[src/design/pcbp_ram.sv]
// Generic single-port-write, single-port-read RAM with registered read data.
`timescale 1ns / 1ps

module pcbp_ram #(
    parameter int WIDTH = 8,
    parameter int DEPTH = 256
) (
    input  logic                     clk,
    input  logic                     wr_en,
    input  logic [$clog2(DEPTH)-1:0] wr_addr,
    input  logic [WIDTH-1:0]         wr_data,
    input  logic                     rd_en,
    input  logic [$clog2(DEPTH)-1:0] rd_addr,
    output logic [WIDTH-1:0]         rd_data
);

    logic [WIDTH-1:0] mem [DEPTH];

    always_ff @(posedge clk)
    begin
        if (wr_en)
        begin
            mem[wr_addr] <= wr_data;
        end
        if (rd_en)
        begin
            rd_data <= mem[rd_addr];
        end
    end

endmodule

[config.mk]
export PLATFORM = sky130hd
export DESIGN_NAME = pcbp_ram
export DESIGN_NICKNAME = d
export VERILOG_FILES = /design/src/design/pcbp_ram.sv
export SDC_FILE = /design/constraint.sdc
export NUM_CORES = 2
export LEC_CHECK = 0
export ABC_AREA = 1
export CORE_MARGIN = 1.5
export CORE_UTILIZATION = 55
export DETAILED_ROUTE_END_ITERATION = 12
export DONT_BUFFER_PORTS = 1
export GPL_TIMING_DRIVEN = 0
export HOLD_SLACK_MARGIN = 0.08
export MAX_ROUTING_LAYER = met4
export PLACE_DENSITY = 0.67
export SETUP_SLACK_MARGIN = 0.5
export SLEW_MARGIN = 20
export SYNTH_ARGS = -nofsm -noshare
export SYNTH_HDL_FRONTEND = slang
export SYNTH_SLANG_ARGS = --single-unit
[constraint.sdc]
create_clock -name clk -period 2.15 [get_ports clk]
set_clock_uncertainty 0.2 [all_clocks]
set_input_delay 0.3225 -clock clk [delete_from_list [all_inputs] [get_ports clk]]
set_output_delay 0.3225 -clock clk [all_outputs]
set_load 0.005 [all_outputs]
# == Yosys cells after proc, flatten, opt, wreduce, memory -nomap -nowiden ==
# Memories as Yosys holds them, arrays and structs flattened. A register that Yosys moved wholly into a read port is not among the register bits.
# Index checks and enable logic that the tools add are counted.
# totals
ff_bits,0
mem_bits_rw,2048
in_bits,27
output_inout_bits,8
elab_cells,3
memories,1
# mem_list
memory,depth,width,rd,rd_clocked_by_memory_dff,wr,line_no,rtl
mem,256,8,1,1,1,17,logic [WIDTH-1:0] mem [DEPTH];
# op_classes
muxes,2
# op_table
cell,count
two-way mux 1 bit,2

# == Logic depth before layout (Yosys ltp) ==
# logic_depth
word_depth,2
ltp_mapped,15
mapped_depth_nobuf,11

# == Worst setup path after synthesis ==
# OpenSTA, ideal clock, no wires.
# synth_timing
path_kind,in2reg
start,in wr_en
end,mem mem[162][0] (enable)
setup_time_ns,0.370
arrival_time_ns,1.444
required_time_ns,1.580
setup_slack_ns,0.136
path_stages,4
path_buffers,2
cell_sequence,clkbuf_1 > nand3_1 > clkbuf_1 > nor2_1
# synth_via
elab_chain_len,2
# synth_rtl
item,line_no,rtl
from (decl),9,"input logic wr_en,"
two-way mux 1 bit,21,if (wr_en)
two-way mux 1 bit (implied by the code),23,mem[wr_addr] <= wr_data;
to (decl),17,
# No other way between the ends.

==> results.sh <==
export IMPL_die_y_um=393
export IMPL_io_buffers=0
export IMPL_numClockSinks=2056
export IMPL_finalSetupViolCount=0
export IMPL_root_buffer="clkbuf_16"
export IMPL_syn_num_nets=7030
export IMPL_critPathKind="primary input to flop"
export IMPL_dr_pass1_iters=7
export IMPL_fin_area_mm2=0.0986
export IMPL_fmax_mhz=468
export IMPL_status="complete, but fails checks"
export IMPL_dp_hpwl_um=233000
export IMPL_synth_cells=7003
export IMPL_die_area_mm2=0.154
export IMPL_worstPathArrival_ns=2.54
export IMPL_area_growth_pct=18.1
export IMPL_crit_path_start_kind="primary input"
export IMPL_num_io_pins=35
export IMPL_relSlewSlack=0.189
export IMPL_cts_clk_slew_worst_paths_ns=0.06
export IMPL_viasPerCell=6.63
export IMPL_drt_iter0_drc=10400
export IMPL_die_x_um=393
export IMPL_grt_pass1_wl_um=470000
export IMPL_p_total_mw=87.1
export IMPL_crit_fanout=10
export IMPL_place_congestion=1.05
export IMPL_seq_area_frac_synth=0.740
export IMPL_synth_warnings=0
export IMPL_cap_violations=0
export IMPL_ant_nets=0
export IMPL_endpoint_kind="flop"
export IMPL_grt_remaining_overflow=0
export IMPL_finalSetupTns_ns=0
export IMPL_syn_area_per_cell_um2=11.9
export IMPL_syn_area_mm2=0.0835
export IMPL_layout_drive_gt1_share=0.188
export IMPL_whs_ns=-0.632
export IMPL_hp_class="primary input to flop"
export IMPL_yosys_register_bits=2056
export IMPL_finalMaxSlewViolations=0
export IMPL_hold_viol_final=2026
export IMPL_power_density_mw_per_mm2=883
export IMPL_p_leak_nw=34.1
export IMPL_max_clock_path_buffers=3
export IMPL_yosysUniqueCellTypes=13
export IMPL_antenna_found_initial=23
export IMPL_drc=0
export IMPL_htree_levels=4
export IMPL_numCtsBuffers=206
export IMPL_cts_tree="built"
export IMPL_nets=7273
export IMPL_wl_per_cell_um=37.4
export IMPL_dpl_cell_area_mm2=0.0875
export IMPL_required_ns=2.55
export IMPL_violations="negative hold slack"
export IMPL_max_slew_worst_pin_slew_ns=1.22
export IMPL_grt_usage=0.473
export IMPL_grt_max_degree=257
export IMPL_start_util=0.555
export IMPL_routed_via_count=62700
export IMPL_grt_pass1_vias=57400
export IMPL_core_rowCount=142
export IMPL_stdcell_count=9458
export IMPL_clk_latency_ns=0.88
export IMPL_fin_crit_sh=0.995
export IMPL_core_mm2=0.150
export IMPL_wirelength_um=353000
export IMPL_dp_cells=9020
export IMPL_period_needed_ns=2.14
export IMPL_vdd_drop_max_mv=0.782
export IMPL_rsz0062_at_grt="yes"
==> layout make-up <==
cell class | instances | area, um2
Tap cell | 2016 | 2520
Inverter | 39 | 155
Buffer | 483 | 3800
Sequential cell | 2056 | 61700
Antenna cell | 36 | 90.1
Clock buffer | 247 | 5440
Timing Repair Buffer | 35 | 500
Clock inverter | 121 | 1140
Multi-Input combinational cell | 4425 | 23200
Fill cell | 11300 | 51700
==> path summary, 6_finish.rpt <==
kind	depth (start not counted)	end	startpoint	slack [ns]
max reg2reg	10	rd_data[7]	mem[76][7]	0.10
max	9	rd_data[7]	rd_addr[3]	0.01
min	0	mem[109][0]	wr_data[0]	-0.63
min reg2reg	10	rd_data[7]	mem[182][7]	0.94
==> synthesized netlist by cell type, drive strengths merged <==
cell type	n	area, um2
nand2	2123	7970
clkbuf	112	420
inv	39	149
nand3	2019	10100
edfxtp	2056	61700
buf	371	2030
nor2	283	1060
==> cell usage in the layout (no fill, tap or decap), types with 25 or more instances in the layout <==
master	Yosys	routed
clkinv_1	0	56
nand3_1	2019	1689
nor2_1	283	37
edfxtp_1	2056	2056
diode_2	0	36
clkbuf_1	112	45
nand3_2	0	241
buf_4	46	129
clkbuf_16	0	213
buf_2	268	120
nand2_2	0	25
clkinv_2	0	31
nor2_2	0	57
nand2_1	2123	2079
buf_6	16	104
clkbuf_2	0	42
nand3_4	0	89
inv_1	36	35
nor2_4	0	189
clkbuf_4	0	45
==> cells by family (layout without fill, tap and decap cells) <==
group / Yosys count / in the layout / share of synthesized area
other cells: 0 / 36 / 0
simple gates: 4425 / 4425 / 0.229
buf+inv: 522 / 925 / 0.0312
flops: 2056 / 2056 / 0.740
==> routing by layer <==
| layer | global-route usage | wire length, um | share of wire |
|---|---|---|---|
| met2 | 0.645 | 148000 | 0.42 |
| met3 | 0.178 | 55000 | 0.16 |
| met1 | 0.587 | 121000 | 0.34 |
| met5 | - | 0 | 0 |
| met4 | 0.321 | 28800 | 0.081 |
==> report_power, final <==
| group | internal [mW] | switching (mW) | total [mW] |
|---|---|---|---|
| combinational | 1.66 | 5.25 | 6.91 |
| clock | 20.2 | 15.7 | 35.9 |
| sequential | 44.2 | 0.0279 | 44.2 |
| total | 66.1 | 21.0 | 87.1 |
==> what timing repair did <==
item / in CTS / in global routing
hold buffers: 10 / 2
setup endpoints to repair: 999 / 1087
pin swaps: 98 / 110
resized for setup: 733 / 240
setup buffers: 4 / 18
gates cloned: 0 / 0
endpoints found under the hold margin: 2478 / 2387
==> per-stage QoR <==
stage / util / hold WS, ns / setup WS (ns)
6_report: 0.656 / -0.632 / 0.0117
3_5_place_dp: 0.582 / 0.236 / -1.99
2_1_floorplan: - / 0.221 / 0.253
4_1_cts: 0.646 / -0.653 / 0.191
3_3_place_gp: 0.582 / 0.236 / -2.29
5_1_grt: 0.656 / -0.637 / 0.113
==> flip-flops by register name, summed over array words and instances (netlist names) <==
signal / cells
rd_data: 8
mem: 2048
==> critical path: stages <==
cell      delay, ns
clkbuf_2       0.41
clkbuf_2       0.84
nand3_1        0.15
nand3_1        0.19
nand3_1        0.21
nand3_2        0.17
nand2_4        0.07
nand2_2        0.07
nand2_2        0.09
(Power assumes the default switching activity.)
